## src/rtl/slt_pkg.sv

```systemverilog
`timescale 1ns / 1ps
// Shared types and codes for the sorted list table unit.
// No dependencies; used by every module of the block but slt_ram.
package slt_pkg;

    // Fixed widths of the item fields
    localparam int OP_W      = 3;
    localparam int IN_VAL_W  = 32;
    localparam int POS_W     = 6;
    localparam int STAT_W    = 2;
    localparam int CNT_OUT_W = 7;

    typedef logic [OP_W-1:0]   t_op;
    typedef logic [STAT_W-1:0] t_status;

    // Operation codes
    localparam t_op OP_INSERT  = 3'd0;
    localparam t_op OP_APPEND  = 3'd1;
    localparam t_op OP_REMOVE  = 3'd2;
    localparam t_op OP_REVERSE = 3'd3;
    localparam t_op OP_CHECK   = 3'd4;

    // Status codes
    localparam t_status ST_OK   = 2'd0;
    localparam t_status ST_FULL = 2'd1;
    localparam t_status ST_POS  = 2'd2;

    // Control from the sequencer to the order tracker
    typedef struct packed {
        logic clear;  // restart the order scan
        logic vld;    // read data carries the next entry of the scan
        logic swap;   // table was reversed: exchange the flags
    } t_ord_ctl;

endpackage

```

## src/rtl/sorted_list_table_unit.sv

```systemverilog
`timescale 1ns / 1ps
// Top level of the sorted list table: sequencer, entry store and order tracker.
// Depends on slt_pkg, slt_ram, slt_order and slt_seq.
//
//   channel   | handshake            | payload
//   ----------+----------------------+------------------------------------------
//   command   | start, busy          | i_operation, i_new_value, i_position
//   result    | o_valid (one cycle)  | o_status, o_entry_count, o_is_ascending,
//             |                      | o_is_descending, o_removed_value
//
// An item is taken when start is high and busy is low. Refused items, check,
// unused codes and reverse of a table under two entries answer in the next cycle.
// Operations walk the single-read-port entry store, and each insert, append
// or remove ends in a full read sweep that rebuilds the order flags. Reset is
// synchronous, active low, and clears control, the count and the order flags;
// the store needs no clearing.
// The result cannot be held off: o_valid is high for exactly one cycle.
module sorted_list_table_unit #(
    parameter int NUM_ENTRIES = 64,
    parameter int VALUE_BITS  = 32
) (
    input  logic                                i_clk,
    input  logic                                i_rst_n,
    input  logic                                start,
    output logic                                busy,
    input  slt_pkg::t_op                        i_operation,
    input  logic signed [slt_pkg::IN_VAL_W-1:0] i_new_value,
    input  logic [slt_pkg::POS_W-1:0]           i_position,
    output logic                                o_valid,
    output slt_pkg::t_status                    o_status,
    output logic [slt_pkg::CNT_OUT_W-1:0]       o_entry_count,
    output logic                                o_is_ascending,
    output logic                                o_is_descending,
    output logic signed [slt_pkg::IN_VAL_W-1:0] o_removed_value
);

    localparam int AW   = $clog2(NUM_ENTRIES);
    localparam int CW   = $clog2(NUM_ENTRIES + 1);
    localparam int CNTX = (CW > slt_pkg::CNT_OUT_W) ? CW : slt_pkg::CNT_OUT_W;

    logic [VALUE_BITS-1:0] w_val;
    logic                  w_rd_en;
    logic [AW-1:0]         w_rd_addr;
    logic [VALUE_BITS-1:0] w_rd_data;
    logic                  w_wr_en;
    logic [AW-1:0]         w_wr_addr;
    logic [VALUE_BITS-1:0] w_wr_data;
    slt_pkg::t_ord_ctl     w_ord;
    logic [CW-1:0]         w_count;
    logic [CNTX-1:0]       w_count_x;
    logic [VALUE_BITS-1:0] w_rm;

    // Sign extend the incoming value to the store width, or keep its low bits
    assign w_val = VALUE_BITS'(i_new_value);

    slt_seq #(
        .NUM_ENTRIES (NUM_ENTRIES),
        .VALUE_BITS  (VALUE_BITS)
    ) u_seq (
        .i_clk     (i_clk),
        .i_rst_n   (i_rst_n),
        .i_start   (start),
        .o_busy    (busy),
        .i_op      (i_operation),
        .i_val     (w_val),
        .i_pos     (i_position),
        .o_rd_en   (w_rd_en),
        .o_rd_addr (w_rd_addr),
        .i_rd_data (w_rd_data),
        .o_wr_en   (w_wr_en),
        .o_wr_addr (w_wr_addr),
        .o_wr_data (w_wr_data),
        .o_ord     (w_ord),
        .o_done    (o_valid),
        .o_status  (o_status),
        .o_count   (w_count),
        .o_removed (w_rm)
    );

    slt_ram #(
        .DEPTH (NUM_ENTRIES),
        .WIDTH (VALUE_BITS)
    ) u_ram (
        .i_clk     (i_clk),
        .i_rd_en   (w_rd_en),
        .i_rd_addr (w_rd_addr),
        .o_rd_data (w_rd_data),
        .i_wr_en   (w_wr_en),
        .i_wr_addr (w_wr_addr),
        .i_wr_data (w_wr_data)
    );

    // Flags hold between scans; reverse swaps them, a fresh scan rebuilds them
    slt_order #(
        .VALUE_BITS (VALUE_BITS)
    ) u_order (
        .i_clk   (i_clk),
        .i_rst_n (i_rst_n),
        .i_ctl   (w_ord),
        .i_data  (w_rd_data),
        .o_asc   (o_is_ascending),
        .o_desc  (o_is_descending)
    );

    // Report the count in the fixed field width; drop bits above it
    assign w_count_x     = CNTX'(w_count);
    assign o_entry_count = w_count_x[slt_pkg::CNT_OUT_W-1:0];

    // Removed entry is reported zero extended from the store width
    assign o_removed_value = $signed(slt_pkg::IN_VAL_W'(w_rm));

    // Reads always run ahead of writes: never the same entry in one cycle
    a_no_rw_clash: assert property (@(posedge i_clk) disable iff (!i_rst_n)
        !(w_rd_en && w_wr_en && (w_rd_addr == w_wr_addr)))
        else $error("read and write hit the same entry");

    // An accepted item is either worked on or answered at once
    a_accept_progress: assert property (@(posedge i_clk) disable iff (!i_rst_n)
        (start && !busy) |=> (busy || o_valid))
        else $error("accepted item neither in progress nor answered");

    // The count never exceeds the table size
    a_count_bound: assert property (@(posedge i_clk) disable iff (!i_rst_n)
        w_count <= CW'(NUM_ENTRIES))
        else $error("entry count beyond table size");

    // A refused item reports no removed value
    a_refused_no_value: assert property (@(posedge i_clk) disable iff (!i_rst_n)
        (o_valid && (o_status != slt_pkg::ST_OK)) |-> (o_removed_value == '0))
        else $error("refused item carries a removed value");

endmodule

```

## src/rtl/slt_ram.sv

```systemverilog
`timescale 1ns / 1ps
// Entry store: one write port, one read port, read data registered.
// No dependencies.
module slt_ram #(
    parameter int DEPTH = 64,
    parameter int WIDTH = 32
) (
    input  logic                     i_clk,
    input  logic                     i_rd_en,
    input  logic [$clog2(DEPTH)-1:0] i_rd_addr,
    output logic [WIDTH-1:0]         o_rd_data,
    input  logic                     i_wr_en,
    input  logic [$clog2(DEPTH)-1:0] i_wr_addr,
    input  logic [WIDTH-1:0]         i_wr_data
);

    logic [WIDTH-1:0] r_mem [DEPTH];
    logic [WIDTH-1:0] r_rd_data;

    always_ff @(posedge i_clk) begin
        if (i_wr_en) begin
            r_mem[i_wr_addr] <= i_wr_data;
        end
    end

    always_ff @(posedge i_clk) begin
        if (i_rd_en) begin
            r_rd_data <= r_mem[i_rd_addr];
        end
    end

    assign o_rd_data = r_rd_data;

endmodule

```

## src/rtl/slt_order.sv

```systemverilog
`timescale 1ns / 1ps
// Order tracker: builds the ascending and descending flags from a stream of entries.
// Depends on slt_pkg.
module slt_order #(
    parameter int VALUE_BITS = 32
) (
    input  logic                  i_clk,
    input  logic                  i_rst_n,
    input  slt_pkg::t_ord_ctl     i_ctl,
    input  logic [VALUE_BITS-1:0] i_data,
    output logic                  o_asc,
    output logic                  o_desc
);

    logic                  r_asc, n_asc;
    logic                  r_desc, n_desc;
    logic                  r_have, n_have;
    logic [VALUE_BITS-1:0] r_prev, n_prev;

    always_comb begin
        n_asc  = r_asc;
        n_desc = r_desc;
        n_have = r_have;
        n_prev = r_prev;
        if (i_ctl.clear) begin
            n_asc  = 1'b1;
            n_desc = 1'b1;
            n_have = 1'b0;
        end else if (i_ctl.swap) begin
            n_asc  = r_desc;
            n_desc = r_asc;
        end else if (i_ctl.vld) begin
            if (r_have && ($signed(i_data) < $signed(r_prev))) begin
                n_asc = 1'b0;
            end
            if (r_have && ($signed(i_data) > $signed(r_prev))) begin
                n_desc = 1'b0;
            end
            n_prev = i_data;
            n_have = 1'b1;
        end
    end

    always_ff @(posedge i_clk) begin
        if (!i_rst_n) begin
            r_asc  <= 1'b1;
            r_desc <= 1'b1;
            r_have <= 1'b0;
        end else begin
            r_asc  <= n_asc;
            r_desc <= n_desc;
            r_have <= n_have;
        end
    end

    always_ff @(posedge i_clk) begin
        r_prev <= n_prev;
    end

    assign o_asc  = r_asc;
    assign o_desc = r_desc;

endmodule

```

## src/rtl/slt_seq.sv

```systemverilog
`timescale 1ns / 1ps
// Sequencer: walks the entry store for insert, append, remove, reverse and the order scan.
// Depends on slt_pkg; drives slt_ram and slt_order from the top level.
module slt_seq #(
    parameter int NUM_ENTRIES = 64,
    parameter int VALUE_BITS  = 32
) (
    input  logic                                 i_clk,
    input  logic                                 i_rst_n,
    input  logic                                 i_start,
    output logic                                 o_busy,
    input  slt_pkg::t_op                         i_op,
    input  logic [VALUE_BITS-1:0]                i_val,
    input  logic [slt_pkg::POS_W-1:0]            i_pos,
    output logic                                 o_rd_en,
    output logic [$clog2(NUM_ENTRIES)-1:0]       o_rd_addr,
    input  logic [VALUE_BITS-1:0]                i_rd_data,
    output logic                                 o_wr_en,
    output logic [$clog2(NUM_ENTRIES)-1:0]       o_wr_addr,
    output logic [VALUE_BITS-1:0]                o_wr_data,
    output slt_pkg::t_ord_ctl                    o_ord,
    output logic                                 o_done,
    output slt_pkg::t_status                     o_status,
    output logic [$clog2(NUM_ENTRIES+1)-1:0]     o_count,
    output logic [VALUE_BITS-1:0]                o_removed
);

    localparam int AW = $clog2(NUM_ENTRIES);
    localparam int CW = $clog2(NUM_ENTRIES + 1);
    localparam int PW = (CW > slt_pkg::POS_W) ? CW : slt_pkg::POS_W;

    localparam logic [3:0] S_IDLE  = 4'd0;
    localparam logic [3:0] S_PASS  = 4'd1;
    localparam logic [3:0] S_FINAL = 4'd2;
    localparam logic [3:0] S_SCAN  = 4'd3;
    localparam logic [3:0] S_RA    = 4'd4;
    localparam logic [3:0] S_RB    = 4'd5;
    localparam logic [3:0] S_RC    = 4'd6;
    localparam logic [3:0] S_RD    = 4'd7;
    localparam logic [3:0] S_DONE  = 4'd8;

    logic [3:0]            r_state, n_state;
    logic [CW-1:0]         r_count, n_count;
    logic [CW-1:0]         r_idx, n_idx;
    logic                  r_dv, n_dv;
    logic [AW-1:0]         r_didx, n_didx;
    logic                  r_ins, n_ins;
    slt_pkg::t_op          r_op, n_op;
    slt_pkg::t_status      r_status, n_status;
    logic [VALUE_BITS-1:0] r_val, n_val;
    logic [VALUE_BITS-1:0] r_carry, n_carry;
    logic [VALUE_BITS-1:0] r_dlo, n_dlo;
    logic [VALUE_BITS-1:0] r_rm, n_rm;
    logic [AW-1:0]         r_pos, n_pos;
    logic [AW-1:0]         r_lo, n_lo;
    logic [AW-1:0]         r_hi, n_hi;

    logic [PW-1:0] pos_ext;
    logic [PW-1:0] cnt_ext;
    logic          issue;
    logic          full;

    assign pos_ext = PW'(i_pos);
    assign cnt_ext = PW'(r_count);
    assign issue   = (r_idx < r_count);
    assign full    = (r_count == CW'(NUM_ENTRIES));

    always_comb begin
        n_state   = r_state;
        n_count   = r_count;
        n_idx     = r_idx;
        n_dv      = r_dv;
        n_didx    = r_didx;
        n_ins     = r_ins;
        n_op      = r_op;
        n_status  = r_status;
        n_val     = r_val;
        n_carry   = r_carry;
        n_dlo     = r_dlo;
        n_rm      = r_rm;
        n_pos     = r_pos;
        n_lo      = r_lo;
        n_hi      = r_hi;
        o_rd_en   = 1'b0;
        o_rd_addr = r_idx[AW-1:0];
        o_wr_en   = 1'b0;
        o_wr_addr = r_didx;
        o_wr_data = r_val;
        o_ord     = '0;

        case (r_state)
            S_IDLE, S_DONE: begin
                n_state = S_IDLE;
                if (i_start) begin
                    n_op     = i_op;
                    n_val    = i_val;
                    n_status = slt_pkg::ST_OK;
                    n_rm     = '0;
                    n_ins    = 1'b0;
                    n_dv     = 1'b0;
                    n_state  = S_DONE;
                    case (i_op)
                        slt_pkg::OP_INSERT, slt_pkg::OP_APPEND: begin
                            if (full) begin
                                n_status = slt_pkg::ST_FULL;
                            end else begin
                                n_idx   = (i_op == slt_pkg::OP_INSERT) ? '0 : r_count;
                                n_state = S_PASS;
                            end
                        end
                        slt_pkg::OP_REMOVE: begin
                            if (pos_ext >= cnt_ext) begin
                                n_status = slt_pkg::ST_POS;
                            end else begin
                                n_idx   = pos_ext[CW-1:0];
                                n_pos   = pos_ext[AW-1:0];
                                n_state = S_PASS;
                            end
                        end
                        slt_pkg::OP_REVERSE: begin
                            if (r_count > CW'(1)) begin
                                n_lo    = '0;
                                n_hi    = AW'(r_count - CW'(1));
                                n_state = S_RA;
                            end
                        end
                        default: begin
                            n_state = S_DONE;
                        end
                    endcase
                end
            end
            S_PASS: begin
                if (issue) begin
                    o_rd_en = 1'b1;
                    n_idx   = r_idx + CW'(1);
                    n_dv    = 1'b1;
                    n_didx  = r_idx[AW-1:0];
                end else begin
                    n_dv    = 1'b0;
                    n_state = S_FINAL;
                end
                if (r_dv) begin
                    if (r_op == slt_pkg::OP_REMOVE) begin
                        if (r_didx == r_pos) begin
                            n_rm = i_rd_data;
                        end else begin
                            o_wr_en   = 1'b1;
                            o_wr_addr = r_didx - AW'(1);
                            o_wr_data = i_rd_data;
                        end
                    end else if (r_ins) begin
                        o_wr_en   = 1'b1;
                        o_wr_data = r_carry;
                        n_carry   = i_rd_data;
                    end else if ($signed(i_rd_data) > $signed(r_val)) begin
                        o_wr_en   = 1'b1;
                        o_wr_data = r_val;
                        n_carry   = i_rd_data;
                        n_ins     = 1'b1;
                    end
                end
            end
            S_FINAL: begin
                if (r_op == slt_pkg::OP_REMOVE) begin
                    n_count = r_count - CW'(1);
                end else begin
                    o_wr_en   = 1'b1;
                    o_wr_addr = r_count[AW-1:0];
                    o_wr_data = r_ins ? r_carry : r_val;
                    n_count   = r_count + CW'(1);
                end
                o_ord.clear = 1'b1;
                n_idx       = '0;
                n_dv        = 1'b0;
                n_state     = S_SCAN;
            end
            S_SCAN: begin
                o_ord.vld = r_dv;
                if (issue) begin
                    o_rd_en = 1'b1;
                    n_idx   = r_idx + CW'(1);
                    n_dv    = 1'b1;
                end else begin
                    n_dv    = 1'b0;
                    n_state = S_DONE;
                end
            end
            S_RA: begin
                o_rd_en   = 1'b1;
                o_rd_addr = r_lo;
                n_state   = S_RB;
            end
            S_RB: begin
                o_rd_en   = 1'b1;
                o_rd_addr = r_hi;
                n_dlo     = i_rd_data;
                n_state   = S_RC;
            end
            S_RC: begin
                o_wr_en   = 1'b1;
                o_wr_addr = r_lo;
                o_wr_data = i_rd_data;
                n_state   = S_RD;
            end
            S_RD: begin
                o_wr_en   = 1'b1;
                o_wr_addr = r_hi;
                o_wr_data = r_dlo;
                n_lo      = r_lo + AW'(1);
                n_hi      = r_hi - AW'(1);
                if (n_hi > n_lo) begin
                    o_rd_en   = 1'b1;
                    o_rd_addr = n_lo;
                    n_state   = S_RB;
                end else begin
                    o_ord.swap = 1'b1;
                    n_state    = S_DONE;
                end
            end
            default: begin
                n_state = S_IDLE;
            end
        endcase
    end

    always_ff @(posedge i_clk) begin
        if (!i_rst_n) begin
            r_state <= S_IDLE;
            r_count <= '0;
            r_dv    <= 1'b0;
            r_ins   <= 1'b0;
        end else begin
            r_state <= n_state;
            r_count <= n_count;
            r_dv    <= n_dv;
            r_ins   <= n_ins;
        end
    end

    always_ff @(posedge i_clk) begin
        r_idx    <= n_idx;
        r_didx   <= n_didx;
        r_op     <= n_op;
        r_status <= n_status;
        r_val    <= n_val;
        r_carry  <= n_carry;
        r_dlo    <= n_dlo;
        r_rm     <= n_rm;
        r_pos    <= n_pos;
        r_lo     <= n_lo;
        r_hi     <= n_hi;
    end

    assign o_busy    = (r_state != S_IDLE) && (r_state != S_DONE);
    assign o_done    = (r_state == S_DONE);
    assign o_status  = r_status;
    assign o_count   = r_count;
    assign o_removed = r_rm;

endmodule

```

## config.mk

```make
export PLATFORM = sky130hd
export DESIGN_NAME = sorted_list_table_unit
export DESIGN_NICKNAME = d
export VERILOG_FILES = /design/src/rtl/slt_pkg.sv /design/src/rtl/sorted_list_table_unit.sv /design/src/rtl/slt_ram.sv /design/src/rtl/slt_order.sv /design/src/rtl/slt_seq.sv
export SDC_FILE = /design/constraint.sdc
export NUM_CORES = 2
export LEC_CHECK = 0
export BUFFER_PORTS_ARGS = -buffer_cell sky130_fd_sc_hd__buf_2
export CORE_UTILIZATION = 50
export CTS_CLUSTER_SIZE = 30
export DETAILED_ROUTE_END_ITERATION = 12
export PLACE_DENSITY = 0.63
export SLEW_MARGIN = 20
export SYNTH_ARGS = -nofsm -noshare
export SYNTH_HDL_FRONTEND = slang
export SYNTH_SLANG_ARGS = --single-unit
```

## constraint.sdc

```tcl
create_clock -name i_clk -period 14.4 [get_ports i_clk]
set_input_delay 0.72 -clock i_clk [delete_from_list [all_inputs] [get_ports i_clk]]
set_output_delay 0.72 -clock i_clk [all_outputs]
set_load 0.1 [all_outputs]
```

* After elaboration in Yosys (flattened, before gate mapping)
Memories as Yosys holds them, arrays and structs flattened. A register that Yosys moved wholly into a read port is not among the register bits. Cells that the tools add are included.
Storage, ports and cells: memories 1, word-level logic and storage cells 174, bits of input ports 44, RAM bits 2048, flip-flop bits (word level) 212
Memories:
- u_ram.r_mem | words 64, width 32, read ports 1, clocked after Yosys merged registers in 1, write ports 1, line slt_ram.sv:17 | logic [WIDTH-1:0] r_mem [DEPTH];
Cells by class: magnitude comparators 7, multiplexer cells 75, $add $sub $neg 6, reductions and logical operators 33, equal/unequal tests 28, bitwise operators 5
Operator list (count):
- two-way mux 32 bit | 11
- one-hot mux 32 bit (4 select lines) | 1
- two-way mux 6 bit | 11
- greater-than comparator 32 bit | 2
- one-hot mux 32 bit (2 select lines) | 1
- two-way mux 7 bit | 6
- less-than comparator 32 bit | 1
- one-hot mux 4 bit (8 select lines) | 1
- two-way mux 4 bit | 7
- two-way mux 1 bit | 24
- one-hot mux 6 bit (2 select lines) | 2
- one-hot mux 6 bit (4 select lines) | 1
- one-hot mux 7 bit (3 select lines) | 1
- one-hot mux 6 bit (3 select lines) | 1
- equality test 4 x 3 -> 1 bit (second input constant) | 4
- AND reduction 4 bit | 4
- adder 7 x 1 -> 7 bit (second input constant) | 2
- one-hot mux 7 bit (2 select lines) | 1
- AND reduction 2 bit | 7
- one-hot mux 4 bit (3 select lines) | 1
- nonzero test 2 bit | 6
- OR reduction 2 bit | 6
- subtractor 6 x 1 -> 6 bit (second input constant) | 2
- inequality test 2 x 1 -> 1 bit (second input constant) | 5
- other kinds (29) | 46

* Longest topological paths before layout
depth after elaboration 8, gate-level depth with buffers 18, gate-level depth less buffers 14

* Modules after synthesis
A second synthesis with hierarchy kept.
Unflattened totals: cell total of the unflattened synthesis 4566, area total of the unflattened synthesis 91263.8 um^2
Modules (own cells, without submodules):
- slt_ram | times used 1, area an instance 79359.9 um^2, seq. area each 62459.9 um^2, cells an instance 3511
- slt_seq | times used 1, area an instance 9912.0 um^2, seq. area each 5185.0 um^2, cells an instance 883
- slt_order | times used 1, area an instance 1991.9 um^2, seq. area each 1021.0 um^2, cells an instance 172

* Least setup slack after synthesis
No wires, ideal clock.
path kind reg2reg, start point register u_seq.r_count[2], in the netlist u_seq.o_count[2], end point memory u_ram.r_mem[15][0] (enable), data arrival time 5710 ps, setup slack 8177 ps, setup time 513 ps, path buffers 1, stages on the path, launching flop included 9, period minus slack after synthesis 6223 ps, path through dfxtp_1 -> clkbuf_1 -> inv_1 -> mux2i_1 -> nand2_1 -> a31oi_1 -> a2bb2oi_1 -> nand2_1 -> nor4b_1
Between the ends: cells in the longest elaborated chain, start to end 2
RTL lines:
- start, declared | line slt_seq.sv:43 | logic [CW-1:0] r_count, n_count;
- start signal, assigned | line slt_seq.sv:235 | r_count <= n_count;
- two-way mux 6 bit | line slt_seq.sv:165 | if (r_op == slt_pkg::OP_REMOVE) begin
- one-hot mux 6 bit (4 select lines) | line slt_seq.sv:91 | case (r_state)
- end, declared | line slt_ram.sv:17
Every way passes these cells.

* Final worst setup path
start point register u_seq.r_lo[0], end point register u_ram.r_rd_data[7], in the netlist u_ram.o_rd_data[7] (read register of u_ram.r_mem), data pin
Between the ends: cells in the longest elaborated chain, start to end 4, elaborated cells on any way between the ends 6
RTL lines:
- start, declared | line slt_seq.sv:55 | logic [AW-1:0] r_lo, n_lo;
- start signal, assigned | line slt_seq.sv:251 | r_lo <= n_lo;
- adder 6 x 1 -> 6 bit | line slt_seq.sv:210 | n_lo = r_lo + AW'(1);
- greater-than comparator 6 bit | line slt_seq.sv:212 | if (n_hi > n_lo) begin
- two-way mux 6 bit or two-way mux 1 bit (tied branches) | line slt_seq.sv:212
- one-hot mux 6 bit (3 select lines) or one-hot mux 1 bit (3 select lines) (tied branches) | line slt_seq.sv:91
- end, declared | line slt_ram.sv:18 | logic [WIDTH-1:0] r_rd_data;
Parallel ways exist; a longest one is shown, timed or not. A chain may end at the register's enable or synchronous reset.

==> results.toml <==
[clocking]
clock-sinks = 2292
cts_root_buf = "clkbuf_16"
cts_inserted_buffers = 223
clkSlewWorstSetupHoldPaths_ns = 0.07
cts_tree = "yes"
clock_latency_ns = 0.89
htree_levels = 4
ctsLongestPathBuffers = 3
postCtsSetupBuffers = 0

[timing]
hold_violations = 0
whs_ns = 0.0389
worstMarginPinSlew_ns = 1.49
worst_slew_margin_rel_pct = 0.857
totalNegativeSetupSlack_ns = 0
period_needed_ns = 8.14
clock_skew_ns = 0.0573
rsz0062_at_grt = "false"
setup_viol = 0
finalCritPeriodShare_pct = 56.5
slew_viol_final = 0
max_freq_mhz = 123

[floorplan]
rows = 158
initial_core_util_pct = 50.4
die_y_um = 434
dieArea_mm2 = 0.189
die-width_um = 434
io_pins = 89
core_area_mm2 = 0.185

[synth]
syn_nets = 6875
muxShareOfSynthArea_pct = 3.80
yosysUniqueCellTypes = 93
synthSimpleGateAreaFrac_pct = 12.6
yosys.area.top_type = "edfxtp_1"
ys_seq_area_share_pct = 73.5
synth-xor-area-share_pct = 0.280
synth_edf_count = 2276
netlist_area_mm2 = 0.0934
synth-warning-count = 0
synth_adder_area_share_pct = 1.21
avgSynthCellArea_um2 = 13.9
async_flop_share_pct = 0
synth_flop_cell = "edfxtp_1"
synth_top_area_share_pct = 73.2
synth_top_family_by_area = "simple AND/OR/NAND/NOR gates"
synth_compound_area_share_pct = 6.23
syn_inst = 6741
ys_ff_latch = 2292
synth_top_cells_by_area = "edfxtp_1, nand2_1, mux2i_1, nand3_1, ha_1"

[critical_path]
worst_path_largest_cell_delay_ns = 1.19
cp_max_fo = 173
cp-startpoint = "u_seq.r_lo[0]"
worstSetupEndpointType = "flip-flop"
required_ns = 15.15
worstSetupPathType = "reg2reg"
cp-start-kind = "flip-flop"
cp_slowest_cell = "a21oi_1"
path_cells = "nand3_1 > xnor2_2 > clkinv_1 > ha_1 > nand4_1 > o21bai_1 > a31oi_2 > a221o_4 > buf_12 > buf_12 > nand2_1 > a32oi_1 > nand4_1 > a21oi_1 > or3_1"
worstReg2RegStart = "u_seq.r_lo[0]"
arrival_ns = 8.89

[place]
gp_congestion = 0.926
port_buffers = 88
dp_hpwl_um = 169000

[grt]
antenna_found_initial = 15
first_global_vias = 56000
grtUsageTotal_pct = 31.4
grt_pass1_wl_um = 416000
grt_max_degree = 174
grt_overflow = 0

[route]
drt_first_pass_iters = 10
antenna_left = 0
vias = 60800
initialDrtViolationCount = 9400
wire_per_inst_um = 31.1
routed_wl_um = 299000
drc_errors = 0
vias_per_cell = 6.33

[status]
violations = "max-capacitance violations"
status = "finished, violations left"

[pwr]
ir_worst_vdd_mv = 0.144
p_leak_nw = 36.1
power_density_mw_per_mm2 = 145

[final_layout]
layout_common_cells = "edfxtp_1, nand2_1, nand3_1"
drive_above_1_share_pct = 11.0
area_growth_pct = 12.2
nets = 7029
n_fill_cell = 14700
postLayoutCoreUtil_pct = 56.5
final_common_cell = "edfxtp_1"

[hold_path]
hold_class = "in2reg"
hold_start = "i_new_value[1]"

[run]
drv_cap = 1
Yosys cell counts, types with 9 or more instances:
cell,count
or3_1,11
nor4_1,28
o22ai_1,45
nor3_1,64
nand3_1,513
a221oi_1,10
nor3b_1,18
xor2_1,9
a21oi_1,161
mux2i_1,329
dfxtp_1,16
o221ai_1,11
a21o_1,35
mux2_2,15
nor2b_1,14
or4_1,18
buf_1,22
a22oi_1,23
a211oi_1,19
buf_4,30
a222oi_1,19
a31oi_1,128
nand2b_1,10
nand4_1,104
o2bb2ai_1,10
buf_2,197
o211a_1,21
o2111ai_1,10
clkbuf_1,127
o21ai_0,63
and2_1,15
o21a_1,9
ha_1,90
nand2_1,1673
o211ai_1,41
inv_1,104
edfxtp_1,2276
a32oi_1,124
and3_1,88
nor2_1,91
xnor2_1,19
per-layer routing:
metal | share of wire [%] | vias up | track usage (%)
li1 | - | 25800 | -
met1 | 38 | 30500 | 42.6
met2 | 44 | 3790 | 46.7
met3 | 12 | 683 | 7.28
met4 | 6.1 | 4 | 17.5
met5 | 0.013 | - | 0
kinds of logic after synthesis:
| group | count (synthesis) |
|---|---|
| compound gates | 813 |
| xor+xnor | 29 |
| fa+ha+maj | 90 |
| buf+inv | 489 |
| flops | 2292 |
| mux | 348 |
| simple gates | 2680 |
timing repair:
item / CTS / global route
hold buffers: 11 / 0
hold endpoints to repair: 11 / 0
resized for setup: 0 / 0
final timing paths:
path | endpoint | slack [ns] | depth (start not counted)
setup / recovery | u_ram.o_rd_data[7] | 6.26 | 15
hold / removal | u_seq.r_val[1] | 0.04 | 1
setup reg to reg | u_ram.o_rd_data[7] | 6.26 | 15
hold reg to reg | u_order.r_have | 0.51 | 1
flip-flops by register name, indices dropped and copies added (netlist names):
register and flops:
u_order.r_prev 32, u_seq.r_idx 7, u_seq.r_val 32, u_order.r_have 1, u_seq.r_state 4, u_order.o_desc 1
u_seq.r_dlo 32, u_seq.r_carry 32, u_seq.o_count 7, u_seq.r_didx 6, u_seq.r_pos 6, u_seq.r_hi 6
u_seq.r_op 3, u_seq.r_ins 1, u_seq.r_lo 6, u_ram.o_rd_data 32, u_ram.r_mem 2048, u_seq.o_removed 32
u_seq.o_status 2, u_order.o_asc 1, u_seq.r_dv 1
worst max-delay path, delay by kind of cell, from the launching register on:
| kind | cells | cell delay (ns) |
|---|---|---|
| flip-flops | 1 | 0.64 |
| adder cells (fa/ha/maj) | 1 | 0.44 |
| buffers and inverters | 3 | 1.68 |
| AND/OR/NAND/NOR | 5 | 1.17 |
| XOR/XNOR | 1 | 0.55 |
| AO/OA/AOI/OAI | 5 | 3.14 |
cell type report:
class,count,area (um2),share of cell area (%)
flip-flops and latches,2292,68700,65.5
multi-input cells,3960,23200,22.1
clock buffers,271,5820,5.56
well taps,2480,3100,2.96
repair buffers,311,2240,2.13
clock inverters,140,1230,1.18
inverters,107,402,0.383
diodes,48,120,0.115
metrics by stage:
| stage | setup slack [ns] | cells | instance area (um2) | power [mW] |
|---|---|---|---|---|
| after global placement | 6.81 | 9136 | 97400 | 9.53 |
| after CTS | 6.63 | 9561 | 105000 | 15.2 |
| after floorplan | 8.18 | 6741 | 93400 | 8.80 |
| final | 6.26 | 9609 | 105000 | 15.2 |
| after detailed placement | 6.67 | 9139 | 97500 | 9.56 |
| after global routing | 6.11 | 9605 | 105000 | 15.5 |
power breakdown:
group          internal, mW  total (mW)  switching (mW)  leakage (nW)
sequential             7.60        7.64          0.0405          20.7
clock                  3.20        5.71            2.50          3.45
combinational         0.413        1.85            1.43          11.9
total                  11.2        15.2            3.98          36.1
Note: power is estimated with default switching activity, not from simulation.
